### config.mk
export PLATFORM = sky130hd
export DESIGN_NAME = motor_command_frame_parser
export DESIGN_NICKNAME = d
export VERILOG_FILES = /design/src/rtl/core/mcfp_pkg.sv /design/src/rtl/core/mcfp_step.sv /design/src/rtl/core/motor_command_frame_parser.sv
export SDC_FILE = /design/constraint.sdc
export NUM_CORES = 1
export LEC_CHECK = 0
export ABC_CLOCK_PERIOD_IN_PS = 4700
export BUFFER_PORTS_ARGS = -buffer_cell sky130_fd_sc_hd__buf_2
export CAP_MARGIN = 25
export CORE_AREA = 2 2 102 178
export CTS_CLUSTER_SIZE = 14
export DETAILED_ROUTE_END_ITERATION = 6
export DIE_AREA = 0 0 104 180
export PLACE_DENSITY_LB_ADDON = 0.08
export SYNTH_ARGS = -nofsm -noshare
export SYNTH_HDL_FRONTEND = slang
export SYNTH_SLANG_ARGS = --single-unit
### constraint.sdc
create_clock -name clk -period 4.7 [get_ports clk]
set_input_delay 0.94 -clock clk [delete_from_list [all_inputs] [get_ports clk]]
set_output_delay 0.94 -clock clk [all_outputs]
set_load 0.005 [all_outputs]
### src/rtl/core/mcfp_pkg.sv
// Shared types and constants for the motor command frame parser.
// No dependencies; imported by every module of the block.
`timescale 1ns / 1ps
`default_nettype none

package mcfp_pkg;

	// Default longest frame, in bytes.
	localparam int MAX_FRAME_DEF = 16;

	// Register map and reset value.
	localparam int          PADDR_W     = 3;
	localparam logic        REG_PWM_MAX = 1'b0;
	localparam logic [14:0] PWM_MAX_RST = 15'd1000;

	// Scan phases of the current number.
	localparam logic [1:0] PH_SPACE = 2'd0;
	localparam logic [1:0] PH_SIGN  = 2'd1;
	localparam logic [1:0] PH_DIGIT = 2'd2;

	// Field indexes.
	localparam logic [1:0] FLD_LEFT  = 2'd0;
	localparam logic [1:0] FLD_RIGHT = 2'd1;
	localparam logic [1:0] FLD_BRAKE = 2'd2;

	// Characters of interest.
	localparam logic [7:0] CH_NUL   = 8'h00;
	localparam logic [7:0] CH_TAB   = 8'h09;
	localparam logic [7:0] CH_CR    = 8'h0D;
	localparam logic [7:0] CH_SPACE = 8'h20;
	localparam logic [7:0] CH_PLUS  = 8'h2B;
	localparam logic [7:0] CH_COMMA = 8'h2C;
	localparam logic [7:0] CH_MINUS = 8'h2D;
	localparam logic [7:0] CH_ZERO  = 8'h30;
	localparam logic [7:0] CH_NINE  = 8'h39;

	// Magnitude saturation point of the accumulator.
	localparam logic [15:0] ACC_SAT = 16'hFFFF;

	// Parser state carried from byte to byte within a frame.
	typedef struct packed {
		logic [1:0]  field_idx;
		logic [1:0]  phase;
		logic        neg;
		logic [15:0] accum;
		logic        first_neg;
		logic [15:0] first_mag;
		logic        second_neg;
		logic [15:0] second_mag;
		logic        err;
		logic        ended;
	} scan_st_t;

	// Frame result.
	typedef struct packed {
		logic        ok;
		logic [15:0] left;
		logic [15:0] right;
		logic        brake;
	} frame_res_t;

endpackage

`default_nettype wire

### src/rtl/core/mcfp_step.sv
// One byte step of the frame parser: next scan state and the frame result.
// Purely combinational; depends on mcfp_pkg.
`timescale 1ns / 1ps
`default_nettype none

module mcfp_step
	import mcfp_pkg::*;
(
	input  wire scan_st_t   cur,
	input  wire logic [7:0] byte_in,
	input  wire logic       last,
	input  wire logic [14:0] pwm_max,
	output scan_st_t        nxt,
	output frame_res_t      res
);

	logic        is_digit;
	logic        is_space;
	logic [3:0]  dval;
	logic [19:0] prod;
	logic        brake_ok;
	logic        left_ok;
	logic        right_ok;

	assign is_digit = (byte_in >= CH_ZERO) && (byte_in <= CH_NINE);
	assign is_space = (byte_in == CH_SPACE) || ((byte_in >= CH_TAB) && (byte_in <= CH_CR));
	assign dval     = byte_in[3:0];
	// Times ten as two shifts and an add, then the new digit.
	assign prod     = {1'b0, cur.accum, 3'b000} + {3'b000, cur.accum, 1'b0} + {16'd0, dval};

	// Scan the byte, then check that the text is complete on the last byte.
	always_comb begin
		nxt = cur;
		if (!cur.err && !cur.ended) begin
			if (byte_in == CH_NUL) begin
				nxt.ended = 1'b1;
				if (cur.field_idx != FLD_BRAKE || cur.phase != PH_DIGIT) begin
					nxt.err = 1'b1;
				end
			end else if (cur.phase == PH_SPACE && is_space) begin
				nxt.phase = PH_SPACE;
			end else if (cur.phase == PH_SPACE &&
					(byte_in == CH_PLUS || byte_in == CH_MINUS)) begin
				nxt.neg   = (byte_in == CH_MINUS);
				nxt.phase = PH_SIGN;
			end else if (cur.phase != PH_DIGIT) begin
				if (is_digit) begin
					nxt.accum = {12'd0, dval};
					nxt.phase = PH_DIGIT;
				end else begin
					nxt.err = 1'b1;
				end
			end else if (is_digit) begin
				nxt.accum = (prod > {4'd0, ACC_SAT}) ? ACC_SAT : prod[15:0];
			end else if (byte_in == CH_COMMA && cur.field_idx != FLD_BRAKE) begin
				if (cur.field_idx == FLD_LEFT) begin
					nxt.first_mag = cur.accum;
					nxt.first_neg = cur.neg;
				end else begin
					nxt.second_mag = cur.accum;
					nxt.second_neg = cur.neg;
				end
				nxt.field_idx = cur.field_idx + 2'd1;
				nxt.phase     = PH_SPACE;
				nxt.neg       = 1'b0;
				nxt.accum     = 16'd0;
			end else begin
				nxt.err = 1'b1;
			end
		end
		if (last && !nxt.err && !nxt.ended) begin
			if (nxt.field_idx != FLD_BRAKE || nxt.phase != PH_DIGIT) begin
				nxt.err = 1'b1;
			end
		end
	end

	// Range checks: a drive magnitude within pwm_max, brake zero or plus one.
	assign left_ok  = nxt.first_mag  <= {1'b0, pwm_max};
	assign right_ok = nxt.second_mag <= {1'b0, pwm_max};
	assign brake_ok = (nxt.accum == 16'd0) || (nxt.accum == 16'd1 && !nxt.neg);

	always_comb begin
		res.ok    = !nxt.err && left_ok && right_ok && brake_ok;
		res.left  = 16'd0;
		res.right = 16'd0;
		res.brake = 1'b0;
		if (res.ok) begin
			res.left  = nxt.first_neg  ? (16'd0 - nxt.first_mag)  : nxt.first_mag;
			res.right = nxt.second_neg ? (16'd0 - nxt.second_mag) : nxt.second_mag;
			res.brake = (nxt.accum == 16'd1);
		end
	end

endmodule

`default_nettype wire

### src/rtl/core/motor_command_frame_parser.sv
// Top level of the motor command frame parser: input register, frame state,
// result register and the configuration port. Depends on mcfp_pkg, mcfp_step.
`timescale 1ns / 1ps
`default_nettype none

// Usage:
// The input channel (in_valid/in_ready) moves one frame byte per transfer,
// with frame_last on the final byte. Each frame gives exactly one transfer on
// the output channel (out_valid/out_ready): frame_ok and, when it is set,
// left_drive, right_drive and brake_on; on a rejected frame they are zero.
// Throughput is one byte per cycle while no last byte waits for a pending
// result. A byte is registered at its transfer and parsed from the input
// register against the frame state; the result of a frame is registered when
// its last byte leaves the input register.
// While a result waits, later bytes that are not a last byte keep flowing;
// a second last byte waits in the input register until the receiver takes
// the pending result, and in_ready drops while it waits.
// Reset clears the frame state and both channels and sets pwm_max to 1000.
// pwm_max is written over the APB-style port at address 0 and must only be
// changed while no frame is in flight.
module motor_command_frame_parser
	import mcfp_pkg::*;
#(
	parameter int MAX_FRAME = MAX_FRAME_DEF
) (
	input  wire logic               clk,
	input  wire logic               arst_n,
	// Byte input
	input  wire logic               in_valid,
	output logic                    in_ready,
	input  wire logic [7:0]         frame_byte,
	input  wire logic               frame_last,
	// Result output
	output logic                    out_valid,
	input  wire logic               out_ready,
	output logic                    frame_ok,
	output logic signed [15:0]      left_drive,
	output logic signed [15:0]      right_drive,
	output logic                    brake_on,
	// Configuration
	input  wire logic               psel,
	input  wire logic               penable,
	input  wire logic               pwrite,
	input  wire logic [PADDR_W-1:0] paddr,
	input  wire logic [31:0]        pwdata,
	output logic [31:0]             prdata,
	output logic                    pready
);

	localparam int CW = $clog2(MAX_FRAME + 2);
	localparam logic [CW-1:0] MAX_C = CW'(MAX_FRAME);

	logic [14:0]   pwm_max_q;
	logic          valid_s1;
	logic [7:0]    byte_s1;
	logic          last_s1;
	logic [CW-1:0] count_q;
	logic [CW-1:0] count_nxt;
	scan_st_t      st_q;
	scan_st_t      st_in;
	scan_st_t      st_nxt;
	frame_res_t    res;
	logic          out_free;
	logic          fire_s1;

	// Configuration port: one register, writes beyond it are dropped.
	assign pready = 1'b1;
	always_ff @(posedge clk or negedge arst_n) begin
		if (!arst_n) begin
			pwm_max_q <= PWM_MAX_RST;
		end else if (psel && penable && pwrite && paddr[2] == REG_PWM_MAX) begin
			pwm_max_q <= pwdata[14:0];
		end
	end
	assign prdata = (paddr[2] == REG_PWM_MAX) ? {17'd0, pwm_max_q} : 32'd0;

	// Stage one advances unless it holds a last byte and the result is still waiting.
	assign out_free = !out_valid || out_ready;
	assign fire_s1  = valid_s1 && (!last_s1 || out_free);
	assign in_ready = !valid_s1 || fire_s1;

	always_ff @(posedge clk or negedge arst_n) begin
		if (!arst_n) begin
			valid_s1 <= 1'b0;
		end else if (in_ready) begin
			valid_s1 <= in_valid;
		end
	end

	always_ff @(posedge clk) begin
		if (in_ready && in_valid) begin
			byte_s1 <= frame_byte;
			last_s1 <= frame_last;
		end
	end

	// Byte count saturates just past the limit; an overlong frame is rejected.
	assign count_nxt = (count_q <= MAX_C) ? count_q + CW'(1) : count_q;
	always_comb begin
		st_in = st_q;
		if (count_nxt > MAX_C) begin
			st_in.err = 1'b1;
		end
	end

	mcfp_step u_step (
		.cur     (st_in),
		.byte_in (byte_s1),
		.last    (last_s1),
		.pwm_max (pwm_max_q),
		.nxt     (st_nxt),
		.res     (res)
	);

	// Frame state: updated per byte, cleared after the last one.
	always_ff @(posedge clk or negedge arst_n) begin
		if (!arst_n) begin
			count_q <= '0;
			st_q    <= '0;
		end else if (fire_s1) begin
			if (last_s1) begin
				count_q <= '0;
				st_q    <= '0;
			end else begin
				count_q <= count_nxt;
				st_q    <= st_nxt;
			end
		end
	end

	// Result register.
	always_ff @(posedge clk or negedge arst_n) begin
		if (!arst_n) begin
			out_valid <= 1'b0;
		end else if (fire_s1 && last_s1) begin
			out_valid <= 1'b1;
		end else if (out_ready) begin
			out_valid <= 1'b0;
		end
	end

	always_ff @(posedge clk) begin
		if (fire_s1 && last_s1) begin
			frame_ok    <= res.ok;
			left_drive  <= res.left;
			right_drive <= res.right;
			brake_on    <= res.brake;
		end
	end

endmodule

`default_nettype wire

==> results.tsv <==
metric	value	unit
clk_pin_slew	0.06	ns
worstPathRequired	4.95	ns
synth_fa_ha_area_share	9.80	%
row_count	64	
cts.root.buffer_cell	clkbuf_16	
worst_path_max_delay_cell	dfrtp_1	
clock_latency	0.44	ns
coreArea	17300	um^2
nets	1273	
worst_setup_path_start_kind	register	
rrSetupSlack	-0.40	ns
netlist_area	8960	um^2
clkSinkCount	122	
fp.dieW	104	um
port_buffers	82	
wl	27700	um
finalHoldViolations	0	
numCtsBuffers	17	
critPathBufInv	6	
cp-end-kind	register	
fin_util	65.3	%
dp_hpwl	20800	um
leakage	5.10	nW
ff2ff_path_depth	22	
cts_tree	yes	
worstMarginPinSlew	0.954	ns
cpPeakStageDelay	0.38	ns
muxShareOfSynthArea	5.86	%
async_flop_share	64.8	%
finClkSkew	0.0161	ns
postCtsHoldBufs	0	
synth_cell_types	84	
power.internal	2.27	mW
start_util	51.8	%
synth_area_leaders	dfrtp_1, edfxtp_1, ha_1, nor4_2, o21ai_0	
max_clock_freq	196	MHz
synth_top_family_by_area	simple AND/OR/NAND/NOR gates	
setup-violations-final	34	
yosysWarnings	0	
p_per_area	282	nW/um^2
die-area	18700	um^2
run_status	finished with violations	
synth_area_per_cell	9.35	um^2
dr.pass1.iters	4	
post-route-period-util	109	%
synth-seq-cells	122	
critPathLaunch	count_q[1]	
routed_via_density	5.87	
setup_slack	-0.402	ns
drc_errors	0	
antenna_found_initial	0	
drtIter0Drc	431	
hp-class	primary input to asynchronous set/reset pin	
gp_congestion	0.979	
synth_top_area_cell	dfrtp_1	
switching_share	28.7	%
syn_inst	959	
crit_arrival	5.35	ns
max-cap-violations	0	
ys_seq_area_share	36.5	%
power_frac_seq	38.1	%
syn2layout_area_growth	25.9	%
crit_path_max_fanout	20	
routed-via-count	8204	
place_area	10300	um^2
rr_endpoint	left_drive[9]	
grt_pass1_vias	8326	
synthXorXnorAreaFrac	3.91	%
synth-compound-area-share	16.4	%
gr-usage-all-layers	29.9	%
grt_pass1_wl	43500	um
synth_top_area_share	20.4	%
grt-ovfl-total	0	
synth-edff-count	43	
switching_power	0.912	mW
path_class	register to register	
drv_slew	0	
synth_ff_type	dfrtp_1	
crit_chain	inv_2, ha_4, or3b_4, a211o_1, a211o_4, a2111oi_4, buf_4, buf_12, mux2i_2, inv_2, ha_1, nand4_1, buf_4, nor2_1, a211oi_1, nor2_1, o211ai_1, and4b_1, o211a_1, o211ai_4, buf_12, nor4_2	
vdd_drop_max	249	uV
clk_path_buf_depth	2	
htreeDepth	4	
slew_headroom	36.4	%
grt_max_degree	43	
ioPinCount	120	
finalWorstPathRequiredPeriod	5.10	ns
antenna_cells	0	
drive_above_1_share	29.5	%
yosys.area_share.simple	21.4	%
violations	setup timing	
wl_per_cell	19.8	um
fin_area	11300	um^2
ant_nets	0	
critPathTopFamily	compound AO/OA/AOI/OAI gates	
timing.rr.start	count_q[1]	
power.share.clock	41.3	%
pwr-share-comb	20.6	%
fp.dieH	180	um
rsz0062_at_grt	true	
-- cell usage after synthesis, drive strengths merged (7+ instances only) --
master / count
nor2b: 11
nor4: 50
clkbuf: 26
inv: 55
o21a: 7
o21ai: 80
nor2: 75
a211oi: 16
xnor2: 36
nand4: 13
o211ai: 11
buf: 34
nor3: 23
nand2b: 11
a21oi: 36
o31ai: 7
mux2i: 33
edfxtp: 43
dfrtp: 73
a31oi: 8
ha: 67
nand3: 16
or4: 7
nand2: 94
or3: 8
mux2: 17
-- metrics by stage --
stage	TNS, ns	total power [mW]	std cells	worst slack, ns	hold WS [ns]
2_1_floorplan	-0.927	1.59	975	-0.0349	0.449
3_3_place_gp	-8.52	1.84	1335	-0.295	0.466
3_5_place_dp	-12.20	1.85	1335	-0.457	0.480
4_1_cts	-11.21	3.16	1387	-0.394	0.492
5_1_grt	-19.00	3.29	1397	-0.609	0.517
6_report	-12.21	3.18	1397	-0.402	0.480
-- power by group through the flow --
stage	Combinational (mW)	Clock (mW)	Sequential [mW]
after floorplan	0.361	0	1.22
after CTS	0.634	1.32	1.21
after global routing	0.714	1.36	1.22
after global placement	0.614	0	1.23
after detailed placement	0.624	0	1.23
final	0.654	1.31	1.21
-- final cells by class --
type / count / area, um^2
Tap cell: 231 / 289
Inverter: 55 / 206
Fill cell: 1508 / 6010
Clock inverter: 11 / 129
Multi-Input combinational cell: 738 / 5430
Clock buffer: 21 / 440
Timing Repair Buffer: 219 / 1520
Sequential cell: 122 / 3280
-- worst max-delay path by stage --
stage	end	cells past startpoint
after detailed placement	right_drive[9]	20
after floorplan	left_drive[10]	20
after global routing	left_drive[8]	21
final	left_drive[9]	22
after CTS	right_drive[15]	20
after global placement	right_drive[9]	20
-- cell usage in the layout, fill, tap and decap left out, types with 6 or more instances in the layout --
master,instances
a31oi_1,8
a211oi_1,14
or3_1,8
o21ai_0,74
nor3b_1,6
clkbuf_16,18
dfstp_2,6
nor4_1,19
mux2i_1,21
o31ai_1,7
inv_2,6
inv_1,49
ha_1,64
nand2_1,94
o22ai_1,6
a21oi_1,35
mux2_2,16
conb_1,18
o21a_1,7
nor2b_1,11
nor2_1,75
buf_2,81
nand3_1,16
nor4_2,29
o211ai_1,9
nand4_1,13
nor3_1,21
dfrtp_1,73
edfxtp_1,43
xnor2_1,36
mux2i_4,6
or4_1,7
buf_4,130
mux2i_2,6
nand2b_1,11
-- sequential cells by signal, summed over array words and instances (netlist names) --
name,flops
st_q,1
right_drive,16
count_q,5
left_drive,16
frame_ok,1
valid_s1,1
last_s1,1
pwm_max_q,15
st_in,56
brake_on,1
byte_s1,8
out_valid,1
-- worst register-to-register path: cells and delay by family, from the launching register on --
family	cells	cell delay, ns
compound gates	7	1.82
fa+ha+maj	2	0.41
buf+inv	6	0.85
flops	1	0.38
mux	1	0.27
simple gates	6	1.18
-- logic make-up after synthesis --
kind of cell,after synthesis
adders and majority gates,69
and+or+nand+nor,342
muxes,50
other,2
DFF,122
buffers and inverters,115
xor gates and xnor gates,40
AOI/OAI and AO/OA,219
-- per-layer routing --
metal | vias to the layer above | GRT usage (%) | part of all wire (%)
li1 | 3876 | - | -
met1 | 3978 | 30.7 | 36
met2 | 265 | 56.3 | 55
met3 | 85 | 3.37 | 3.5
met4 | 0 | 19.3 | 6.3
met5 | - | 0 | 0
-- what timing repair did --
item / in CTS / in global routing
endpoints found under the setup margin: 34 / 34
gates resized for setup: 9 / 23
pin swaps: 3 / 5
setup buffers: 19 / 10
cloned: 1 / 0
No activity file was read; power rests on OpenSTA's default activity.
